<file path="src/sv/thavg_pkg.sv">
`timescale 1ns / 1ps
// shared types, constants and the digit table of the averaging thermometer
package thavg_pkg;

    localparam int SAMPLE_W  = 12;
    localparam int AVG_W     = 12;
    localparam int SUM_W     = 16;
    localparam int LIMIT_W   = 12;
    localparam int DUTY_W    = 8;
    localparam int DIGIT_W   = 4;
    localparam int REM_W     = 7;
    localparam int REG_IDX_W = 3;
    localparam int ADDR_W    = REG_IDX_W + 2;
    localparam int DATA_W    = 32;

    localparam int SAMPLE_MAX = (1 << SAMPLE_W) - 1;
    localparam int TENS_STEP  = 100;
    localparam int MAX_DIGIT  = 9;

    localparam logic [AVG_W-1:0]     OVER_LIMIT = 12'd999;
    localparam logic [3*DIGIT_W-1:0] SAT_DIGITS = 12'h999;

    localparam logic [LIMIT_W-1:0] NORMAL_LIMIT_RST = 12'd370;
    localparam logic [LIMIT_W-1:0] ALARM_LIMIT_RST  = 12'd375;
    localparam logic [DUTY_W-1:0]  DUTY_NORMAL_RST  = 8'd5;
    localparam logic [DUTY_W-1:0]  DUTY_WARNING_RST = 8'd19;
    localparam logic [DUTY_W-1:0]  DUTY_ALARM_RST   = 8'd32;

    typedef enum logic [REG_IDX_W-1:0] {
        REG_NORMAL_LIMIT = 3'd0,
        REG_ALARM_LIMIT  = 3'd1,
        REG_DUTY_NORMAL  = 3'd2,
        REG_DUTY_WARNING = 3'd3,
        REG_DUTY_ALARM   = 3'd4
    } reg_index_t;

    typedef enum logic [1:0] {
        ZONE_NORMAL  = 2'd0,
        ZONE_WARNING = 2'd1,
        ZONE_ALARM   = 2'd2
    } zone_t;

    typedef struct packed {
        logic [SAMPLE_W-1:0] sample_mv;
        logic                capture;
    } in_word_t;

    typedef struct packed {
        logic [AVG_W-1:0]   average_mv;
        logic [DIGIT_W-1:0] shown_tens;
        logic [DIGIT_W-1:0] shown_units;
        logic [DIGIT_W-1:0] shown_tenths;
        logic [1:0]         zone;
        logic [DUTY_W-1:0]  servo_duty;
        logic               over_range;
    } out_word_t;

    typedef struct packed {
        logic [LIMIT_W-1:0] normal_limit;
        logic [LIMIT_W-1:0] alarm_limit;
        logic [DUTY_W-1:0]  duty_normal;
        logic [DUTY_W-1:0]  duty_warning;
        logic [DUTY_W-1:0]  duty_alarm;
    } cfg_t;

    typedef struct packed {
        logic [AVG_W-1:0] avg;
        logic             capture;
    } avg_word_t;

    // remainder below one hundred to units and tenths digits
    typedef logic [(1 << REM_W)-1:0][2*DIGIT_W-1:0] bcd_table_t;

    function automatic bcd_table_t build_bcd_table();
        bcd_table_t tab;
        for (int i = 0; i < (1 << REM_W); i++) begin
            tab[i] = {DIGIT_W'((i / 10) % 10), DIGIT_W'(i % 10)};
        end
        return tab;
    endfunction

    localparam bcd_table_t BCD_TABLE = build_bcd_table();

endpackage

</file>
<file path="src/sv/thavg_cfg.sv">
`timescale 1ns / 1ps
// apb register file for zone limits and servo duties
module thavg_cfg (
    input  logic                          aclk,
    input  logic                          aresetn,
    input  logic                          psel,
    input  logic                          penable,
    input  logic                          pwrite,
    input  logic [thavg_pkg::ADDR_W-1:0]  paddr,
    input  logic [thavg_pkg::DATA_W-1:0]  pwdata,
    output logic [thavg_pkg::DATA_W-1:0]  prdata,
    output logic                          pready,
    output thavg_pkg::cfg_t               cfg
);

    logic [thavg_pkg::LIMIT_W-1:0] normal_limit_reg;
    logic [thavg_pkg::LIMIT_W-1:0] alarm_limit_reg;
    logic [thavg_pkg::DUTY_W-1:0]  duty_normal_reg;
    logic [thavg_pkg::DUTY_W-1:0]  duty_warning_reg;
    logic [thavg_pkg::DUTY_W-1:0]  duty_alarm_reg;
    logic                          wr_en;
    thavg_pkg::reg_index_t         reg_idx;

    assign pready  = 1'b1;
    assign wr_en   = psel && penable && pwrite;
    assign reg_idx = thavg_pkg::reg_index_t'(paddr[thavg_pkg::ADDR_W-1:2]);

    always_ff @(posedge aclk) begin
        if (!aresetn) begin
            normal_limit_reg <= thavg_pkg::NORMAL_LIMIT_RST;
            alarm_limit_reg  <= thavg_pkg::ALARM_LIMIT_RST;
            duty_normal_reg  <= thavg_pkg::DUTY_NORMAL_RST;
            duty_warning_reg <= thavg_pkg::DUTY_WARNING_RST;
            duty_alarm_reg   <= thavg_pkg::DUTY_ALARM_RST;
        end else if (wr_en) begin
            unique case (reg_idx)
                thavg_pkg::REG_NORMAL_LIMIT: begin
                    normal_limit_reg <= pwdata[thavg_pkg::LIMIT_W-1:0];
                end
                thavg_pkg::REG_ALARM_LIMIT: begin
                    alarm_limit_reg <= pwdata[thavg_pkg::LIMIT_W-1:0];
                end
                thavg_pkg::REG_DUTY_NORMAL: begin
                    duty_normal_reg <= pwdata[thavg_pkg::DUTY_W-1:0];
                end
                thavg_pkg::REG_DUTY_WARNING: begin
                    duty_warning_reg <= pwdata[thavg_pkg::DUTY_W-1:0];
                end
                thavg_pkg::REG_DUTY_ALARM: begin
                    duty_alarm_reg <= pwdata[thavg_pkg::DUTY_W-1:0];
                end
                default: begin
                end
            endcase
        end
    end

    always_comb begin
        unique case (reg_idx)
            thavg_pkg::REG_NORMAL_LIMIT: prdata = thavg_pkg::DATA_W'(normal_limit_reg);
            thavg_pkg::REG_ALARM_LIMIT:  prdata = thavg_pkg::DATA_W'(alarm_limit_reg);
            thavg_pkg::REG_DUTY_NORMAL:  prdata = thavg_pkg::DATA_W'(duty_normal_reg);
            thavg_pkg::REG_DUTY_WARNING: prdata = thavg_pkg::DATA_W'(duty_warning_reg);
            thavg_pkg::REG_DUTY_ALARM:   prdata = thavg_pkg::DATA_W'(duty_alarm_reg);
            default:                     prdata = '0;
        endcase
    end

    assign cfg.normal_limit = normal_limit_reg;
    assign cfg.alarm_limit  = alarm_limit_reg;
    assign cfg.duty_normal  = duty_normal_reg;
    assign cfg.duty_warning = duty_warning_reg;
    assign cfg.duty_alarm   = duty_alarm_reg;

endmodule

</file>
<file path="src/sv/thavg_window.sv">
`timescale 1ns / 1ps
// sample ring, running sum and divide by window length
module thavg_window #(
    parameter int WINDOW = 10
) (
    input  logic                 aclk,
    input  logic                 aresetn,
    input  logic                 s_valid,
    output logic                 s_ready,
    input  thavg_pkg::in_word_t  s_data,
    output logic                 o_valid,
    input  logic                 o_ready,
    output thavg_pkg::avg_word_t o_data
);

    localparam int POS_W   = $clog2(WINDOW);
    localparam int SHIFT   = 17;
    localparam int RECIP_W = SHIFT;
    localparam int PROD_W  = thavg_pkg::SUM_W + RECIP_W;
    localparam logic [RECIP_W-1:0] RECIP_K = RECIP_W'((1 << SHIFT) / WINDOW);
    localparam logic [thavg_pkg::SUM_W-1:0] WINDOW_K = thavg_pkg::SUM_W'(WINDOW);
    localparam logic [thavg_pkg::SUM_W-1:0] MAX_SUM =
        thavg_pkg::SUM_W'(WINDOW * thavg_pkg::SAMPLE_MAX);

    logic [thavg_pkg::SAMPLE_W-1:0] ring_reg [WINDOW];
    logic [POS_W-1:0]               pos_reg;
    logic [POS_W-1:0]               pos_next;
    logic [thavg_pkg::SUM_W-1:0]    sum_reg;
    logic [thavg_pkg::SUM_W-1:0]    sum_next;

    logic                           a_valid_reg;
    logic [thavg_pkg::SUM_W-1:0]    a_sum_reg;
    logic                           a_capture_reg;
    logic                           b_valid_reg;
    logic [thavg_pkg::SUM_W-1:0]    b_sum_reg;
    logic [thavg_pkg::AVG_W-1:0]    b_quot_reg;
    logic [thavg_pkg::AVG_W-1:0]    b_quot_next;
    logic                           b_capture_reg;
    logic                           c_valid_reg;
    thavg_pkg::avg_word_t           c_data_reg;
    thavg_pkg::avg_word_t           c_data_next;

    logic                           a_ready;
    logic                           b_ready;
    logic                           c_ready;
    logic                           accept;
    logic [PROD_W-1:0]              prod;
    logic [thavg_pkg::SUM_W-1:0]    quot_times_w;
    logic [thavg_pkg::SUM_W-1:0]    rem;

    assign c_ready = !c_valid_reg || o_ready;
    assign b_ready = !b_valid_reg || c_ready;
    assign a_ready = !a_valid_reg || b_ready;
    assign s_ready = a_ready;
    assign accept  = s_valid && a_ready;

    assign sum_next = sum_reg - thavg_pkg::SUM_W'(ring_reg[pos_reg])
                    + thavg_pkg::SUM_W'(s_data.sample_mv);
    assign pos_next = (pos_reg == POS_W'(WINDOW - 1)) ? '0 : pos_reg + POS_W'(1);

    // reciprocal multiply, low by at most one
    assign prod        = PROD_W'(a_sum_reg) * PROD_W'(RECIP_K);
    assign b_quot_next = prod[SHIFT +: thavg_pkg::AVG_W];

    // one-step correction of the quotient
    assign quot_times_w = thavg_pkg::SUM_W'(b_quot_reg) * WINDOW_K;
    assign rem          = b_sum_reg - quot_times_w;
    always_comb begin
        c_data_next.capture = b_capture_reg;
        if (rem >= WINDOW_K) begin
            c_data_next.avg = b_quot_reg + thavg_pkg::AVG_W'(1);
        end else begin
            c_data_next.avg = b_quot_reg;
        end
    end

    always_ff @(posedge aclk) begin
        if (!aresetn) begin
            for (int i = 0; i < WINDOW; i++) begin
                ring_reg[i] <= '0;
            end
            pos_reg     <= '0;
            sum_reg     <= '0;
            a_valid_reg <= 1'b0;
            b_valid_reg <= 1'b0;
            c_valid_reg <= 1'b0;
        end else begin
            if (accept) begin
                ring_reg[pos_reg] <= s_data.sample_mv;
                pos_reg           <= pos_next;
                sum_reg           <= sum_next;
            end
            if (a_ready) begin
                a_valid_reg <= s_valid;
            end
            if (b_ready) begin
                b_valid_reg <= a_valid_reg;
            end
            if (c_ready) begin
                c_valid_reg <= b_valid_reg;
            end
        end
    end

    always_ff @(posedge aclk) begin
        if (accept) begin
            a_sum_reg     <= sum_next;
            a_capture_reg <= s_data.capture;
        end
        if (a_valid_reg && b_ready) begin
            b_sum_reg     <= a_sum_reg;
            b_quot_reg    <= b_quot_next;
            b_capture_reg <= a_capture_reg;
        end
        if (b_valid_reg && c_ready) begin
            c_data_reg <= c_data_next;
        end
    end

    assign o_valid = c_valid_reg;
    assign o_data  = c_data_reg;

    a_sum_bound: assert property (@(posedge aclk) disable iff (!aresetn)
        sum_reg <= MAX_SUM)
        else $error("running sum above full-scale window total");

endmodule

</file>
<file path="src/sv/thavg_digits.sv">
`timescale 1ns / 1ps
// digit split, zone compare, capture latch and result register
module thavg_digits (
    input  logic                 aclk,
    input  logic                 aresetn,
    input  logic                 i_valid,
    output logic                 i_ready,
    input  thavg_pkg::avg_word_t i_data,
    input  thavg_pkg::cfg_t      cfg,
    output logic                 m_valid,
    input  logic                 m_ready,
    output thavg_pkg::out_word_t m_data
);

    localparam int DW = thavg_pkg::DIGIT_W;

    logic                           d_valid_reg;
    logic [thavg_pkg::AVG_W-1:0]    d_avg_reg;
    logic [DW-1:0]                  d_tens_reg;
    logic [thavg_pkg::REM_W-1:0]    d_rem_reg;
    logic                           d_over_reg;
    thavg_pkg::zone_t               d_zone_reg;
    logic                           d_capture_reg;

    logic [DW-1:0]                  tens;
    logic [thavg_pkg::REM_W-1:0]    rem;
    logic                           over;
    thavg_pkg::zone_t               zone;

    logic [3*DW-1:0]                latched_digits_reg;
    logic [3*DW-1:0]                latched_digits_next;
    thavg_pkg::zone_t               latched_zone_reg;
    thavg_pkg::zone_t               latched_zone_next;
    logic                           latched_over_reg;
    logic                           latched_over_next;
    logic [thavg_pkg::DUTY_W-1:0]   duty;

    logic                           m_valid_reg;
    thavg_pkg::out_word_t           m_data_reg;
    logic                           e_ready;
    logic                           d_ready;
    logic                           load_e;

    assign e_ready = !m_valid_reg || m_ready;
    assign d_ready = !d_valid_reg || e_ready;
    assign i_ready = d_ready;
    assign load_e  = d_valid_reg && e_ready;

    // hundreds step by compare against fixed thresholds
    always_comb begin
        tens = '0;
        rem  = thavg_pkg::REM_W'(i_data.avg);
        for (int k = 1; k <= thavg_pkg::MAX_DIGIT; k++) begin
            if (i_data.avg >= thavg_pkg::AVG_W'(thavg_pkg::TENS_STEP * k)) begin
                tens = DW'(k);
                rem  = thavg_pkg::REM_W'(i_data.avg
                       - thavg_pkg::AVG_W'(thavg_pkg::TENS_STEP * k));
            end
        end
    end

    assign over = i_data.avg > thavg_pkg::OVER_LIMIT;

    // alarm wins over normal when limits overlap
    always_comb begin
        if (i_data.avg >= cfg.alarm_limit) begin
            zone = thavg_pkg::ZONE_ALARM;
        end else if (i_data.avg <= cfg.normal_limit) begin
            zone = thavg_pkg::ZONE_NORMAL;
        end else begin
            zone = thavg_pkg::ZONE_WARNING;
        end
    end

    always_comb begin
        latched_digits_next = latched_digits_reg;
        latched_zone_next   = latched_zone_reg;
        latched_over_next   = latched_over_reg;
        if (load_e && d_capture_reg) begin
            latched_zone_next = d_zone_reg;
            latched_over_next = d_over_reg;
            if (d_over_reg) begin
                latched_digits_next = thavg_pkg::SAT_DIGITS;
            end else begin
                latched_digits_next = {d_tens_reg, thavg_pkg::BCD_TABLE[d_rem_reg]};
            end
        end
    end

    always_comb begin
        case (latched_zone_next)
            thavg_pkg::ZONE_NORMAL:  duty = cfg.duty_normal;
            thavg_pkg::ZONE_WARNING: duty = cfg.duty_warning;
            default:                 duty = cfg.duty_alarm;
        endcase
    end

    always_ff @(posedge aclk) begin
        if (!aresetn) begin
            d_valid_reg        <= 1'b0;
            m_valid_reg        <= 1'b0;
            latched_digits_reg <= '0;
            latched_zone_reg   <= thavg_pkg::ZONE_NORMAL;
            latched_over_reg   <= 1'b0;
        end else begin
            if (d_ready) begin
                d_valid_reg <= i_valid;
            end
            if (e_ready) begin
                m_valid_reg <= d_valid_reg;
            end
            latched_digits_reg <= latched_digits_next;
            latched_zone_reg   <= latched_zone_next;
            latched_over_reg   <= latched_over_next;
        end
    end

    always_ff @(posedge aclk) begin
        if (i_valid && d_ready) begin
            d_avg_reg     <= i_data.avg;
            d_tens_reg    <= tens;
            d_rem_reg     <= rem;
            d_over_reg    <= over;
            d_zone_reg    <= zone;
            d_capture_reg <= i_data.capture;
        end
        if (load_e) begin
            m_data_reg.average_mv   <= d_avg_reg;
            m_data_reg.shown_tens   <= latched_digits_next[3*DW-1:2*DW];
            m_data_reg.shown_units  <= latched_digits_next[2*DW-1:DW];
            m_data_reg.shown_tenths <= latched_digits_next[DW-1:0];
            m_data_reg.zone         <= latched_zone_next;
            m_data_reg.servo_duty   <= duty;
            m_data_reg.over_range   <= latched_over_next;
        end
    end

    assign m_valid = m_valid_reg;
    assign m_data  = m_data_reg;

    a_over_saturates: assert property (@(posedge aclk) disable iff (!aresetn)
        m_valid_reg && m_data_reg.over_range |->
            m_data_reg.shown_tens == DW'(thavg_pkg::MAX_DIGIT) &&
            m_data_reg.shown_units == DW'(thavg_pkg::MAX_DIGIT) &&
            m_data_reg.shown_tenths == DW'(thavg_pkg::MAX_DIGIT))
        else $error("over range without saturated digits");

    a_digits_decimal: assert property (@(posedge aclk) disable iff (!aresetn)
        m_valid_reg |->
            m_data_reg.shown_tens <= DW'(thavg_pkg::MAX_DIGIT) &&
            m_data_reg.shown_units <= DW'(thavg_pkg::MAX_DIGIT) &&
            m_data_reg.shown_tenths <= DW'(thavg_pkg::MAX_DIGIT))
        else $error("shown digit not decimal");

    a_capture_zone: assert property (@(posedge aclk) disable iff (!aresetn)
        load_e && d_capture_reg |=> m_data_reg.zone == 2'($past(d_zone_reg)))
        else $error("captured word does not show its own zone");

    a_latch_holds: assert property (@(posedge aclk) disable iff (!aresetn)
        !(load_e && d_capture_reg) |=>
            $stable(latched_digits_reg) && $stable(latched_zone_reg) &&
            $stable(latched_over_reg))
        else $error("latch changed without a capture");

endmodule

</file>
<file path="src/sv/thermometer_average_digits_zone.sv">
`timescale 1ns / 1ps
// top level of the moving-average thermometer with digit split and zone latch
//
// s_ channel: one sensor word per handshake, millivolts plus a capture bit.
// m_ channel: exactly one result word per input word, in order: the window
//   average and the latched digits, zone, over-range flag and servo duty.
// apb port: zone limits at 0x00/0x04, duties at 0x08/0x0c/0x10; pready
//   is tied high, writes belong in idle periods.
// pipeline: a result passes five registers after its input is taken
//   (sum update, reciprocal multiply, quotient correction, digit split,
//   result register); with m_ready high one word per cycle is sustained.
// the ring and running sum update at the input handshake; the capture
//   latch updates as the word enters the result register.
// a stalled m_ side holds the result register; stages behind it keep
//   filling until the five-deep pipeline is full, then s_ready drops.
// reset clears the ring, sum, latch and pipeline, and loads default
//   limits and duties.
module thermometer_average_digits_zone #(
    parameter int WINDOW = 10
) (
    input  logic                          aclk,
    input  logic                          aresetn,
    input  logic                          s_valid,
    output logic                          s_ready,
    input  thavg_pkg::in_word_t           s_data,
    output logic                          m_valid,
    input  logic                          m_ready,
    output thavg_pkg::out_word_t          m_data,
    input  logic                          psel,
    input  logic                          penable,
    input  logic                          pwrite,
    input  logic [thavg_pkg::ADDR_W-1:0]  paddr,
    input  logic [thavg_pkg::DATA_W-1:0]  pwdata,
    output logic [thavg_pkg::DATA_W-1:0]  prdata,
    output logic                          pready
);

    thavg_pkg::cfg_t      cfg;
    thavg_pkg::avg_word_t avg_data;
    logic                 avg_valid;
    logic                 avg_ready;

    thavg_cfg u_cfg (
        .aclk    (aclk),
        .aresetn (aresetn),
        .psel    (psel),
        .penable (penable),
        .pwrite  (pwrite),
        .paddr   (paddr),
        .pwdata  (pwdata),
        .prdata  (prdata),
        .pready  (pready),
        .cfg     (cfg)
    );

    thavg_window #(
        .WINDOW (WINDOW)
    ) u_window (
        .aclk    (aclk),
        .aresetn (aresetn),
        .s_valid (s_valid),
        .s_ready (s_ready),
        .s_data  (s_data),
        .o_valid (avg_valid),
        .o_ready (avg_ready),
        .o_data  (avg_data)
    );

    thavg_digits u_digits (
        .aclk    (aclk),
        .aresetn (aresetn),
        .i_valid (avg_valid),
        .i_ready (avg_ready),
        .i_data  (avg_data),
        .cfg     (cfg),
        .m_valid (m_valid),
        .m_ready (m_ready),
        .m_data  (m_data)
    );

endmodule

</file>
<file path="config.mk">
export PLATFORM = sky130hd
export DESIGN_NAME = thermometer_average_digits_zone
export DESIGN_NICKNAME = d
export VERILOG_FILES = /design/src/sv/thavg_pkg.sv /design/src/sv/thavg_cfg.sv /design/src/sv/thavg_window.sv /design/src/sv/thavg_digits.sv /design/src/sv/thermometer_average_digits_zone.sv
export SDC_FILE = /design/constraint.sdc
export NUM_CORES = 1
export LEC_CHECK = 0
export ABC_AREA = 1
export BUFFER_PORTS_ARGS = -buffer_cell sky130_fd_sc_hd__buf_4
export CAP_MARGIN = 20
export CORE_MARGIN = 2
export CORE_UTILIZATION = 45
export DETAILED_ROUTE_END_ITERATION = 10
export PLACE_DENSITY_LB_ADDON = 0.05
export SYNTH_ARGS = -nofsm -noshare
export SYNTH_HDL_FRONTEND = slang
export SYNTH_SLANG_ARGS = --single-unit
</file>
<file path="constraint.sdc">
create_clock -name aclk -period 10 [get_ports aclk]
set_input_delay 1.5 -clock aclk [delete_from_list [all_inputs] [get_ports aclk]]
set_output_delay 1.5 -clock aclk [all_outputs]
set_load 0.05 [all_outputs]
</file>
## Yosys cells after proc, flatten, opt, wreduce, memory -nomap -nowiden

Memory sizes are Yosys's and may differ from the RTL's. A register that Yosys moved wholly into a read port is not among the register bits.
Index checks and enable logic that the tools add are counted.

- Flip-flop bits (word level): 209
- Output and inout bits: 70
- Bits in latches: 0
- Logic and storage cells: 138
- Memories: 2
- Bits in writable memories: 120
- Input bits: 57
- ROM bits: 1024

Memory list:

| memory | words | width | rd ports | clocked after Yosys merged registers in | write ports | line | text |
|---|---|---|---|---|---|---|---|
| (name not given) | 128 | 8 | 1 | 1 | 0 | thavg_digits.sv:85 | `latched_digits_next = {d_tens_reg, thavg_pkg::BCD_TABLE[d_rem_reg]};` |
| u_window.ring_reg | 10 | 12 | 1 | 1 | 10 | thavg_window.sv:25 | `logic [thavg_pkg::SAMPLE_W-1:0] ring_reg [WINDOW];` |

- Bitwise logic cells: 0
- $mul: 2
- Divide/modulo/power cells: 0
- Order comparisons: 14
- Add/sub/neg operators: 14
- Reduce and logical (&&, ||, !) cells: 27
- Shifts and indexed selects: 0
- Eq/ne operators: 6
- Mux-type cells: 37

Operators with widths:

| cell | number |
|---|---|
| 7-bit 2-to-1 mux | 10 |
| 12-bit case mux with 5 select lines | 1 |
| 12-bit by 10-bit >= comparator with 1-bit output (second input constant) | 4 |
| 12-bit 2-to-1 mux | 4 |
| 12-bit by 9-bit >= comparator with 1-bit output (second input constant) | 3 |
| 16-bit by 14-bit multiplier with 29-bit output (second input constant) | 1 |
| 7-bit subtractor (second input constant) | 4 |
| 7-bit by 6-bit subtractor with 7-bit output (second input constant) | 3 |
| 16-bit by 12-bit adder with 16-bit output | 1 |
| 16-bit by 4-bit >= comparator with 1-bit output (second input constant) | 1 |
| 4-bit 2-to-1 mux | 4 |
| 8-bit case mux with 2 select lines | 1 |
| 16-bit by 12-bit subtractor with 16-bit output | 1 |
| 16-bit subtractor | 1 |
| 12-bit by 3-bit multiplier with 15-bit output (second input constant) | 1 |
| 12-bit by 1-bit adder with 12-bit output (second input constant) | 1 |
| 12-bit >= comparator | 1 |
| 12-bit by 7-bit >= comparator with 1-bit output (second input constant) | 1 |
| 12-bit by 8-bit >= comparator with 1-bit output (second input constant) | 1 |
| 12-bit by 10-bit greater-than comparator with 1-bit output (second input constant) | 1 |
| 12-bit <= comparator | 1 |
| 3-bit 2-to-1 mux | 4 |
| 12-bit OR reduction | 1 |
| 2-bit AND reduction | 5 |
| 18 further kinds | 44 |

## Depth between registers and ports, before layout

- Depth after elaboration: 12
- Depth in mapped cells: 29
- Depth with buffers taken out: 28

## Cells and area by module

Synthesis repeated with hierarchy kept, for this count alone.

- Cells, all modules: 2985
- Area, all modules: 26292.7 um^2

By module, submodules not included:

| module | area an instance (um^2) | cells an instance | times used | seq. area each (um^2) |
|---|---|---|---|---|
| thavg_window | 18282.5 | 1896 | 1 | 8047.7 |
| thavg_digits | 5462.7 | 699 | 1 | 2302.2 |
| thavg_cfg | 2547.4 | 390 | 1 | 960.9 |

## Least setup slack after synthesis

OpenSTA, ideal clock, no wires.

- Path type: flip-flop to flip-flop
- Start: reg u_window.a_sum_reg[2] in the netlist's numbering
- End: reg u_window.b_quot_reg[8] in the netlist's numbering (data pin)
- Setup slack: 4951 ps
- Period minus slack after synthesis: 5049 ps
- Stages on the path, launching flop included: 22
- Required time: 9740 ps
- Data arrival time: 4789 ps
- Setup time: 260 ps
- Path buffers: 0
- Path through: edfxtp_1 > ha_1 > xnor2_1 > inv_1 > ha_1 > fa_1 > fa_1 > fa_1 > inv_1 > fa_1 > inv_1 > ha_1 > nand2_1 > nor2_1 > nand2_1 > o21ai_0 > nand2_1 > o211ai_1 > nand2_1 > inv_1 > nor2_1 > xor2_1

- Cells in the longest elaborated chain, start to end: 1

RTL lines:

| what | line | text |
|---|---|---|
| start, declared | thavg_window.sv:32 | `logic [thavg_pkg::SUM_W-1:0] a_sum_reg;` |
| start signal, assigned | thavg_window.sv:107 | `a_sum_reg <= sum_next;` |
| 16-bit by 14-bit multiplier with 29-bit output | thavg_window.sv:62 | `assign prod = PROD_W'(a_sum_reg) * PROD_W'(RECIP_K);` |
| named net u_window.b_quot_next (one bit) | thavg_window.sv:37 | `logic [thavg_pkg::AVG_W-1:0] b_quot_next;` |
| end signal, assigned | thavg_window.sv:112 | `b_quot_reg <= b_quot_next;` |
| end, declared | thavg_window.sv:36 | `logic [thavg_pkg::AVG_W-1:0] b_quot_reg;` |

The timed path passes the listed nets, and every way through them passes these cells.
A chain may end at the register's enable or synchronous reset.

## Worst setup path in the final report

Ends and elaborated chain as after synthesis.

==> flow_summary_export.csv <==
group,metric,value,unit
status,status,"finished, final reports clean",
critical_path,crit_start,"u_window.a_sum_reg[2]",
timing,rsz0062_at_grt,"false",
placed_design,gp_congestion,0.8619,
global_routing,grt_pass1_vias,18100,
routing,antenna_left,0,
timing,relSlewSlack,0.3002,
hold_path,holdPathEnd,"u_digits.m_data[29]",
routing,wl_met1,28.62,mm
routing,met3WireLength,2.461,mm
final_layout,seqCellArea,0.01132,mm^2
placed_design,portBuffers,83,
global_routing,overflow,0,
yosys,yosys_warnings,0,
timing,slew_violations,0,
yosys,ys_seq_area_frac,0.4511,
floorplan,num_rows,86,
floorplan,die_width,240.1,um
cts,cts_buffer_depth,3,
cts,hold_buffers,0,
placed_design,placed_cells_incl_taps,3421,
floorplan,dieArea,0.05762,mm^2
routing,top_layer_used,"met4",
critical_path,crit_buf_inv,4,
final_layout,multi_input_area,0.01168,mm^2
routing,via_per_inst,5.166,
floorplan,ioPinCount,127,
yosys,synth.cell_area,0.02507,mm^2
cts,root_buffer,"clkbuf_16",
routing,drt-total-wl,63.14,mm
placed_design,place_hpwl,46.24,mm
critical_path,r2r_setup_slack,4.37,ns
timing,fin_skew,0.01789,ns
final_layout,diodes,0,
critical_path,cp.depth,21,
final_layout,fillers,5193,
critical_path,rr_endpoint,"u_window.b_quot_reg[8]",
cts,clk_latency,0.60,ns
yosys,synth.area.top_cells,"edfxtp_1, ha_1, dfxtp_1, inv_1, fa_1",
final_layout,largest_reg_flops,192,
yosys,netlist.area_leader.share,0.3713,
yosys,avgSynthCellArea,9.476,um^2
timing,clock.fmax,0.1777,GHz
timing,worst_pin_slew,1.044,ns
critical_path,crit_slowest_cell,"fa_1",
yosys,synth_flop_cell,"edfxtp_1",
critical_path,worstReg2RegStart,"u_window.a_sum_reg[2]",
global_routing,grt_max_degree,82,
yosys,synth_cell_types,55,
final_layout,finalNonFillerCells,3510,
cts,cts.sinks,410,
cts,cts_buffers,47,
global_routing,antenna_found_initial,0,
critical_path,cp_top_family,"adder cells",
yosys,synth_edf_count,310,
final_layout,area_growth,11.32,%
global_routing,grt_pass1_wl,99.15,mm
timing,finalHoldViolations,0,
critical_path,crit_type,"flop to flop",
global_routing,grt_usage,0.2221,
critical_path,cp_max_fo,7,
timing,fin_crit,5.629,ns
final_layout,drive_gt1_frac,0.08653,
yosys,synth_top_area_cell,"edfxtp_1",
floorplan,coreArea,0.05509,mm^2
critical_path,reg2reg_depth,21,
hold_path,worstHoldStart,"u_digits.d_avg_reg[6]",
cts,cts_tree,"yes",
critical_path,crit_chain,"ha_1 > xnor2_1 > inv_1 > ha_1 > fa_1 > fa_1 > fa_1 > inv_1 > fa_1 > inv_1 > ha_1 > nand2_1 > nor2_1 > nand2_1 > o21ai_0 > nand2_1 > o211ai_1 > nand2_1 > inv_1 > nor2_1 > xor2_1",
timing,setup_violations,0,
yosys,syn_inst,2646,
critical_path,endpoint_kind,"flop",
floorplan,die_h,240.1,um
cts,htreeDepth,2,
critical_path,critPathArrivalTime,5.97,ns
cts,post-cts-setup-buffers,0,
yosys,netlist_top_cells_count,"inv_1, nand2_1, edfxtp_1",
routing,post_drt_wl_per_cell,17.99,um
yosys,ys_ff_latch,410,
yosys,synth.most_common_cell,"inv_1",
critical_path,worstPathRequired,10.34,ns
routing,drtIter0Drc,1029,
routing,vias,18130,
timing,finalCritPeriodShare,0.5629,
yosys,async_flop_share,0,
critical_path,cp-start-kind,"flop",
hold_path,hold_path_depth,0,
hold_path,hold_path_class,"flop to flop",
flow_run,maxCapViolCount,0,
final_layout,nets,3073,
cts,clk_pin_slew,0.06,ns
timing,fin_setup_tns,0,ns
floorplan,start_util,0.4551,
routing,drc,0,
routing,wl_met2,30.40,mm
cts,cts_resized,0,
routing,drtPass1Iterations,5,
critical_path,max_stage_delay,0.55,ns
cells by family (layout without fill, tap and decap cells):
family,Yosys count,in the layout,share of synthesized area
adder cells (fa/ha/maj),293,293,0.1693
buffers and inverters,551,648,0.08703
flip-flops,410,410,0.4511
multiplexers,48,48,0.01916
AO/OA/AOI/OAI,506,506,0.1170
other,2,21,0.0002995
XOR/XNOR,76,76,0.02655
AND/OR/NAND/NOR,760,760,0.1296
per-stage QoR:
step	setup WS (ns)	util	area, um^2	hold slack [ns]
final	4.371	0.5066	27910	0.4191
after detailed placement	4.437	0.4791	26390	0.4074
after global routing	4.103	0.5066	27910	0.4226
after global placement	4.451	0.4789	26390	0.4053
after CTS	4.406	0.5065	27900	0.4193
after floorplan	4.951	-	25150	0.4003
placed cells by master, fill, tap and decap left out, types with 7 or more instances in the layout:
| cell | netlist | final |
|---|---|---|
| nand4_1 | 13 | 13 |
| a21o_1 | 7 | 7 |
| o21ai_1 | 6 | 7 |
| nand2_1 | 338 | 338 |
| o22ai_1 | 21 | 21 |
| nor2_1 | 256 | 254 |
| o211ai_1 | 58 | 58 |
| a221oi_1 | 11 | 11 |
| edfxtp_1 | 310 | 310 |
| inv_2 | 14 | 14 |
| dfxtp_1 | 100 | 98 |
| or2_2 | 8 | 8 |
| ha_1 | 216 | 216 |
| xor2_1 | 55 | 55 |
| a31oi_1 | 8 | 8 |
| inv_1 | 444 | 444 |
| xnor2_1 | 21 | 21 |
| a21oi_1 | 180 | 179 |
| conb_1 | 2 | 21 |
| o21ai_0 | 172 | 171 |
| nand3_1 | 81 | 81 |
| clkbuf_16 | 0 | 47 |
| mux2i_1 | 48 | 48 |
| o221ai_1 | 11 | 11 |
| buf_4 | 23 | 98 |
| fa_1 | 77 | 77 |
| nand2_2 | 15 | 15 |
| nor3_1 | 19 | 17 |
| clkinv_1 | 3 | 12 |
| clkbuf_1 | 46 | 13 |
routing by layer:
metal  vias to the layer above  track usage
met5                         -            0
met4                         0      0.07021
met3                        82      0.02893
met2                       340       0.3790
met1                      8722       0.2933
li1                       8988            -
area by class of cell:
class / instances / area share
Multi-Input combinational cell: 1704 / 0.4183
Sequential cell: 410 / 0.4054
Inverter: 462 / 0.06222
Clock buffer: 61 / 0.04438
Tap cell: 748 / 0.03353
Timing Repair Buffer: 98 / 0.02636
Clock inverter: 27 / 0.009772
worst max-delay path by stage:
stage	to	slack [ns]
after CTS	u_window.b_quot_reg[8]	4.41
final	u_window.b_quot_reg[8]	4.37
after global routing	u_window.b_quot_reg[8]	4.10
after detailed placement	u_window.b_quot_reg[8]	4.44
after floorplan	u_window.b_quot_reg[8]	4.95
after global placement	u_window.b_quot_reg[8]	4.45
Power is left out: the tool's default activity adds up to more than one toggle a clock period on the data nets, which glitch-free logic cannot reach.
